### config.mk
export PLATFORM = sky130hd
export DESIGN_NAME = vsc_dly
export DESIGN_NICKNAME = d
export VERILOG_FILES = /design/src/rtl/vsc_dly.sv
export SDC_FILE = /design/constraint.sdc
export NUM_CORES = 1
export LEC_CHECK = 0
export BUFFER_PORTS_ARGS = -buffer_cell sky130_fd_sc_hd__buf_2
export CORE_AREA = 2 2 39 41
export CTS_BUF_LIST = sky130_fd_sc_hd__clkbuf_8
export DETAILED_ROUTE_END_ITERATION = 16
export DIE_AREA = 0 0 41 43
export HOLD_SLACK_MARGIN = 0.1
export PLACE_DENSITY = 0.66
export RECOVER_POWER = 100
export REMOVE_ABC_BUFFERS = 1
export SETUP_SLACK_MARGIN = 0.05
export SYNTH_ARGS = -nofsm -noshare
export SYNTH_HDL_FRONTEND = slang
export SYNTH_SLANG_ARGS = --single-unit
export TNS_END_PERCENT = 30
### constraint.sdc
create_clock -name clk -period 1.2 [get_ports clk]
set_input_delay 0.06 -clock clk [delete_from_list [all_inputs] [get_ports clk]]
set_output_delay 0.06 -clock clk [all_outputs]
set_load 0.05 [all_outputs]
### src/rtl/vsc_dly.sv
`timescale 1ns / 1ps

// Payload delay line that moves in step with the pipeline enable
module vsc_dly #(
    parameter int WIDTH = 8,
    parameter int DEPTH = 2
) (
    input  logic             clk,
    input  logic             en,
    input  logic [WIDTH-1:0] din,
    output logic [WIDTH-1:0] dout
);

    logic [WIDTH-1:0] tap_reg [DEPTH];

    // Shift one place per enabled cycle
    always_ff @(posedge clk)
    begin
        if (en)
        begin
            tap_reg[0] <= din;
            for (int k = 1; k < DEPTH; k++)
            begin
                tap_reg[k] <= tap_reg[k-1];
            end
        end
    end

    assign dout = tap_reg[DEPTH-1];

endmodule

==> results.sh <==
export IMPL_layout_setup_ws_ns=0.2796
export IMPL_critical_path_cell_chain="clkbuf_2"
export IMPL_synth_largest_area_cell="edfxtp_1"
export IMPL_fin_crit_sh_pct=76.70
export IMPL_reg2reg_to="tap_reg[0][9]"
export IMPL_antenna_found_initial=0
export IMPL_synth_warnings=0
export IMPL_crit_required_ns=1.14
export IMPL_insertion_delay_ns=0.24
export IMPL_rows=14
export IMPL_reg2reg_from="tap_reg[0][1]"
export IMPL_cts_hold_buf=8
export IMPL_hold_violations=0
export IMPL_cp_start_kind="flip-flop"
export IMPL_htreeDepth=1
export IMPL_synth_area_leaders="edfxtp_1 (89%), buf_4 (11%)"
export IMPL_final_nets=56
export IMPL_grt_max_degree=17
export IMPL_fmax_mhz=1086
export IMPL_ir_worst_vdd_mv=0.6387
export IMPL_wl_um=677
export IMPL_drv_slew=0
export IMPL_port_buffers=17
export IMPL_coreArea_mm2=0.001384
export IMPL_skew_ns=0.004232
export IMPL_crit_buf_inv=1
export IMPL_grt_usage_pct=10.52
export IMPL_powerDensity_mw_per_mm2=1666
export IMPL_synth_area_per_cell_um2=22.52
export IMPL_multi_input_area_um2=0
export IMPL_cp_arrival_ns=0.86
export IMPL_globalplace_congestion=0.6094
export IMPL_whs_path_depth=0
export IMPL_cts_buffer_depth=2
export IMPL_crit_type="flip-flop to output pin"
export IMPL_synth_seq_area_share_pct=88.89
export IMPL_syn_instance_count=24
export IMPL_synth_top_area_share_pct=88.89
export IMPL_postRouteAntennaNets=0
export IMPL_layout_drive_gt1_share_pct=42.22
export IMPL_outcome="completed"
export IMPL_post_place_ws_ns=0.4989
export IMPL_wl_per_cell_um=11.10
export IMPL_cap_viol_max_count=0
export IMPL_rsz0062_at_grt="false"
export IMPL_start_util_pct=39.06
export IMPL_hold_class="flip-flop to flip-flop"
export IMPL_syn_area_um2=540.5
export IMPL_fin_tns_setup_ns=0
export IMPL_end_kind="output pin"
export IMPL_p_leak_nw=0.2790
export IMPL_grt_pass1_vias=268
export IMPL_maxSlewHeadroom_pct=47.36
export IMPL_die_w_um=41
export IMPL_drc=0
export IMPL_rrSetupSlack_ns=0.57
export IMPL_drtIter0Drc=5
export IMPL_grt_pass1_wl_mm=1.097
export IMPL_numCtsBuffers=3
export IMPL_cts_sinks=16
export IMPL_synthToLayoutAreaGrowth_pct=31.25
export IMPL_worst_path_largest_cell_delay_ns=0.37
export IMPL_die_h_um=43
export IMPL_cts_tree="built"
export IMPL_worst_slew_pin_slew_ns=0.7896
export IMPL_setup_viol=0
export IMPL_largest_register_ffs=16
export IMPL_cp_max_fo=1
export IMPL_die_area_mm2=0.001763
export IMPL_vias_per_cell=4.213
export IMPL_post_cts_resized=0
export IMPL_drtPass1Iterations=2
export IMPL_clk_pin_slew_ns=0.06
export IMPL_clock_root_buffer="clkbuf_8"
export IMPL_num_io_pins=18
export IMPL_synth_cell_type_count=2
export IMPL_gr_total_overflow=0
export IMPL_num_vias=257
export IMPL_cp_top_family="flip-flops"
export IMPL_slowest_stage="edfxtp_1"
export IMPL_reg2reg_depth=0
export IMPL_post_cts_buffers=0
export IMPL_min_from="tap_reg[0][5]"
export IMPL_hold_end="tap_reg[0][13]"
export IMPL_min_period_ns=0.9204
export IMPL_n_antenna_cell=0
export IMPL_multi_input_gates=0
export IMPL_ys_ff_latch=16
## layer usage
| metal | vias to the layer above | GRT usage, % | wire (µm) |
|---|---|---|---|
| met5 | - | 0 | 0 |
| met4 | 0 | 12.00 | 0 |
| met3 | 0 | 3.141 | 45 |
| met2 | 12 | 15.00 | 359 |
| met1 | 124 | 10.55 | 271 |
| li1 | 121 | - | - |
## layout by cell type (no fill, tap or decap)
cell and count:
clkbuf_1 1, clkbuf_2 8, dlygate4sd3_1 8, clkbuf_8 3, edfxtp_1 16, clkinv_1 1
buf_2 8
## per-stage QoR
| stage | area (µm²) | power, mW | utilization [%] | std cells | hold WS [ns] |
|---|---|---|---|---|---|
| 6_report | 709.4 | 1.182 | 51.27 | 61 | 0.4219 |
| 5_1_grt | 709.4 | 1.235 | 51.27 | 61 | 0.4341 |
| 4_1_cts | 710.7 | 1.203 | 51.36 | 61 | 0.2297 |
| 3_5_place_dp | 585.6 | 0.7894 | 42.31 | 49 | 0.2384 |
| 3_3_place_gp | 585.6 | 0.7834 | 42.31 | 49 | 0.2381 |
| 2_1_floorplan | 480.5 | 0.7476 | - | 16 | 0.1589 |
## power breakdown
group	switching, mW	total [mW]	internal [mW]
logic	0.0845	0.122	0.0376
registers	0.0106	0.674	0.664
clock network	0.159	0.386	0.226
total	0.255	1.18	0.927
## logic make-up (layout without fill, tap and decap cells)
| group | after synthesis | count (layout) | share of synthesized area (%) |
|---|---|---|---|
| buffers and inverters | 8 | 29 | 11.11 |
| DFF | 16 | 16 | 88.89 |
## worst max path at each step
stage                  startpoint  depth (start not counted)       endpoint
detailed placement             en                          1  tap_reg[0][1]
CTS                 tap_reg[0][8]                          1        dout[0]
global route        tap_reg[0][8]                          1        dout[0]
floorplan           tap_reg[0][8]                          0        dout[0]
global placement               en                          1  tap_reg[0][1]
finish              tap_reg[0][8]                          1        dout[0]
## layout make-up
class                 instances  area, µm²
Clock buffer                  3      41.29
Clock inverter                1      3.754
Fill cell                   115      674.4
Sequential cell              16      480.5
Tap cell                     16      20.02
Timing Repair Buffer         25      163.9
## cell usage after synthesis
master,number
buf_4,8
edfxtp_1,16
Note: power is estimated with default switching activity, not from simulation.
