## config.mk

```make
export PLATFORM = sky130hd
export DESIGN_NAME = vsc_mul
export DESIGN_NICKNAME = d
export VERILOG_FILES = /design/src/rtl/vsc_mul.sv
export SDC_FILE = /design/constraint.sdc
export NUM_CORES = 2
export LEC_CHECK = 0
export BUFFER_PORTS_ARGS = -buffer_cell sky130_fd_sc_hd__buf_4
export CORE_MARGIN = 3
export CORE_UTILIZATION = 55
export CTS_CLUSTER_DIAMETER = 50
export DETAILED_ROUTE_END_ITERATION = 6
export PLACE_DENSITY = 0.74
export SYNTH_ARGS = -nofsm -noshare
export SYNTH_HDL_FRONTEND = slang
export SYNTH_SLANG_ARGS = --single-unit
```

## constraint.sdc

```tcl
create_clock -name clk -period 8.2 [get_ports clk]
set_clock_uncertainty 0.2 [all_clocks]
set_input_delay 0.82 -clock clk [delete_from_list [all_inputs] [get_ports clk]]
set_output_delay 0.82 -clock clk [all_outputs]
set_load 0.05 [all_outputs]
```

## src/rtl/vsc_mul.sv

```systemverilog
`timescale 1ns / 1ps

// Pipelined signed multiplier. Operand b is cut into NCH chunks; each stage
// multiplies a by one chunk and adds it into the running sum.
module vsc_mul #(
    parameter int AW  = 34,
    parameter int BW  = 34,
    parameter int NCH = 2
) (
    input  logic                    clk,
    input  logic                    en,
    input  logic signed [AW-1:0]    a,
    input  logic signed [BW-1:0]    b,
    output logic signed [AW+BW-1:0] p
);

    localparam int CW = (BW + NCH - 1) / NCH;
    localparam int XW = NCH * CW;
    localparam int SW = AW + XW + 1;

    logic signed [AW-1:0] a_pipe_reg [NCH];
    logic signed [XW-1:0] b_pipe_reg [NCH];
    logic signed [SW-1:0] sum_reg    [NCH];
    logic signed [SW-1:0] term       [NCH];

    // Partial product of each stage: low chunks unsigned, top chunk signed
    always_comb
    begin
        logic signed [CW:0]    chk;
        logic signed [AW+CW:0] prod;
        for (int k = 0; k < NCH; k++)
        begin
            chk = {((k == NCH - 1) ? b_pipe_reg[k][k*CW+CW-1] : 1'b0),
                   b_pipe_reg[k][k*CW +: CW]};
            prod = a_pipe_reg[k] * chk;
            term[k] = SW'(prod) <<< (k * CW);
        end
    end

    // Operand carry and accumulate
    always_ff @(posedge clk)
    begin
        if (en)
        begin
            a_pipe_reg[0] <= a;
            b_pipe_reg[0] <= XW'(b);
            sum_reg[0]    <= term[0];
            for (int k = 1; k < NCH; k++)
            begin
                a_pipe_reg[k] <= a_pipe_reg[k-1];
                b_pipe_reg[k] <= b_pipe_reg[k-1];
                sum_reg[k]    <= sum_reg[k-1] + term[k];
            end
        end
    end

    assign p = sum_reg[NCH-1][AW+BW-1:0];

endmodule

```

==> impl_metrics.py <==
metrics = {
    "worst_setup_path": {
        "critPathSlowestCell": "fa_1",
        "crit_path_start_kind": "register",
        "reg2reg_to": "sum_reg[0][136]$_DFFE_PP_",
        "cp_data_arrival_time_ns": 8.76,
        "critPathKind": "register to register",
        "required_ns": 8.35,
        "max_stage_delay_ns": 0.51,
        "cpMostUsedCell": "fa_1",
        "r2r_cells": 35,
        "path_max_fanout": 6,
        "reg2reg_from": "b_pipe_reg[0][58]$_DFFE_PP_",
        "end_kind": "register",
        "r2r_setup_slack_ns": -0.42,
    },
    "route": {
        "dr_wl_met2_microns": 60400,
        "dr.max_layer_used": "met5",
        "avgViaCountPerCell": 5.40,
        "drt-initial-drc-count": 2340,
        "wl_per_cell_microns": 19.4,
        "drtPass1Iterations": 6,
        "via_count": 36300,
        "drt-met1-wl_microns": 52800,
        "drt_wl_total_microns": 131000,
        "dr_wl_met3_microns": 12700,
        "post-route-drc-count": 0,
        "ant_nets": 0,
    },
    "floorplan": {
        "chipHeight_microns": 307,
        "io_pins": 138,
        "core-area_sq_um": 89100,
        "die_x_microns": 307,
        "rows": 109,
        "dieArea_sq_um": 94100,
        "start_util": 0.559,
    },
    "clock_network": {
        "cts_tree": "done",
        "numCtsBuffers": 41,
        "clock_latency_ns": 0.60,
        "path_clk_slew_ns": 0.05,
        "cts_sinks": 239,
        "root_buffer": "clkbuf_16",
        "cts-htree-levels": 2,
        "clockBufferDepth": 3,
    },
    "sta": {
        "slew_headroom": 0.287,
        "slew_viol_final": 0,
        "clock.fmax_mhz": 116,
        "fin_crit_sh": 1.05,
        "finalCriticalPeriod_ns": 8.62,
        "worst_pin_slew_ns": 1.07,
        "rsz0062_at_grt": "yes",
        "hold_viol": 0,
        "setup_viol": 17,
        "worst_slack_ns": -0.415,
    },
    "global_routing": {
        "antenna_found_initial": 6,
        "track_usage": 0.286,
        "grt_pass1_wl_microns": 211000,
        "grt_pass1_vias": 39900,
        "grt_start_max_net_pins": 151,
        "gr-total-overflow": 0,
    },
    "final_layout": {
        "num_antenna_cells": 0,
        "final_cell_mix": "1192 x inv_1, 1085 x fa_1, 750 x nand2_1",
        "nNetsFinal": 7000,
        "layout.cells.most_common": "inv_1",
        "drive_gt1_frac": 0.168,
        "area_growth_pct": 16.2,
        "largest_register_ffs": 120,
        "fill_cells": 6758,
    },
    "synth": {
        "post_synth.cell_area_avg_sq_um": 9.71,
        "yosys.area_share.simple": 0.140,
        "synth_mux_area_frac": 0.000629,
        "synth-edff-count": 239,
        "synth_nets": 6595,
        "yosys_register_bits": 239,
        "netlist_instances": 5127,
        "synth_compound_area_frac": 0.0543,
        "synthArstFlopShare": 0,
        "synth_top_family_by_area": "adder cells",
        "syn_area_sq_um": 49800,
        "yosys_most_used_dff": "edfxtp_1",
        "synth_top_area_cell": "fa_1",
        "ys_warn_count": 0,
        "ys_seq_area_frac": 0.144,
        "yosys.cell_types.count": 73,
        "synth_fa_ha_area_frac": 0.518,
        "synth_top_area_frac": 0.444,
        "synthXorXnorAreaFrac": 0.0255,
        "synth_area_leaders": "fa_1 44%, edfxtp_1 14%, inv_1 9.1%",
    },
    "run_status": {
        "violations": "setup timing",
        "status": "finished with violations",
    },
    "job": {
        "cap_violations": 0,
    },
    "worst_hold_path": {
        "holdPathEnd": "b_pipe_reg[0][29]$_DFFE_PP_",
        "hold_path_depth": 1,
        "holdCritPathClass": "input port to register",
        "hp-start": "b[29]",
    },
    "placed_design": {
        "post-place-ws_ns": -0.830,
        "gp_congestion": 0.924,
        "port_buffers": 137,
        "dp_hpwl_microns": 105000,
    },
}
## cells by family after synthesis
family	count (synthesis)
XOR/XNOR	145
buffers and inverters	1483
AO/OA/AOI/OAI	404
multiplexers	3
AND/OR/NAND/NOR	1455
adder cells (fa/ha/maj)	1398
flip-flops	239
## worst max path at each step
stage                                      from                   endpoint  slack, ns  cells past startpoint
floorplan           b_pipe_reg[0][56]$_DFFE_PP_  sum_reg[0][136]$_DFFE_PP_      0.001                     35
global placement    b_pipe_reg[0][57]$_DFFE_PP_  sum_reg[0][132]$_DFFE_PP_      -0.89                     32
detailed placement  b_pipe_reg[0][57]$_DFFE_PP_  sum_reg[0][132]$_DFFE_PP_      -0.83                     32
CTS                 a_pipe_reg[0][39]$_DFFE_PP_  sum_reg[0][136]$_DFFE_PP_      -0.33                     32
global route        b_pipe_reg[0][58]$_DFFE_PP_  sum_reg[0][136]$_DFFE_PP_      -0.72                     37
finish              b_pipe_reg[0][58]$_DFFE_PP_  sum_reg[0][136]$_DFFE_PP_      -0.42                     35
## area by class of cell
type	count	area (sq um)	area share
Multi-Input combinational cell	3405	38000	0.657
Tap cell	1165	1460	0.0252
Sequential cell	239	7180	0.124
Clock buffer	46	1090	0.0188
Clock inverter	28	357	0.00617
Timing Repair Buffer	633	5220	0.0902
Inverter	1212	4550	0.0787
## cells in the mapped netlist, types with 22 or more instances
library cell / number
and2_1: 454
buf_4: 68
xnor2_1: 95
xor2_1: 50
edfxtp_1: 239
inv_1: 1212
fa_1: 1103
ha_1: 295
a21o_1: 79
nand2b_1: 22
nor2_1: 90
clkbuf_1: 193
a21oi_1: 111
nand3_1: 28
nand2_1: 758
o21ai_0: 61
## layer usage
layer | track usage | vias up
li1 | - | 16000
met1 | 0.389 | 18400
met2 | 0.456 | 1607
met3 | 0.0711 | 314
met4 | 0.0911 | 6
met5 | 0 | -
## critical path, delay by kind of cell (launching register included)
family	cells	cell delay, ns
simple gates	4	0.83
fa+ha+maj	8	3.52
buf+inv	8	0.89
xor+xnor	3	0.46
flops	1	0.47
compound gates	12	1.98
## per-stage QoR
step	area (sq um)	instances	setup TNS, ns	hold WS [ns]	utilization
finish	57800	6728	-3.36	0.189	0.649
global route	57800	6728	-9.28	0.167	0.649
CTS	56900	6702	-1.74	0.150	0.639
detailed placement	54600	6587	-7.60	0.205	0.613
global placement	54600	6587	-6.87	0.201	0.613
floorplan	49900	5127	0	0.200	-
## repair_timing
action / in CTS / in global routing
gates resized for setup: 150 / 142
pin swaps: 141 / 132
gates cloned: 2 / 1
setup buffers: 45 / 35
setup endpoints to repair: 21 / 28
hold buffers: 0 / 0
Power is not shown: default switching activity piles up to over one toggle a cycle in this logic, so the estimate is an artifact.
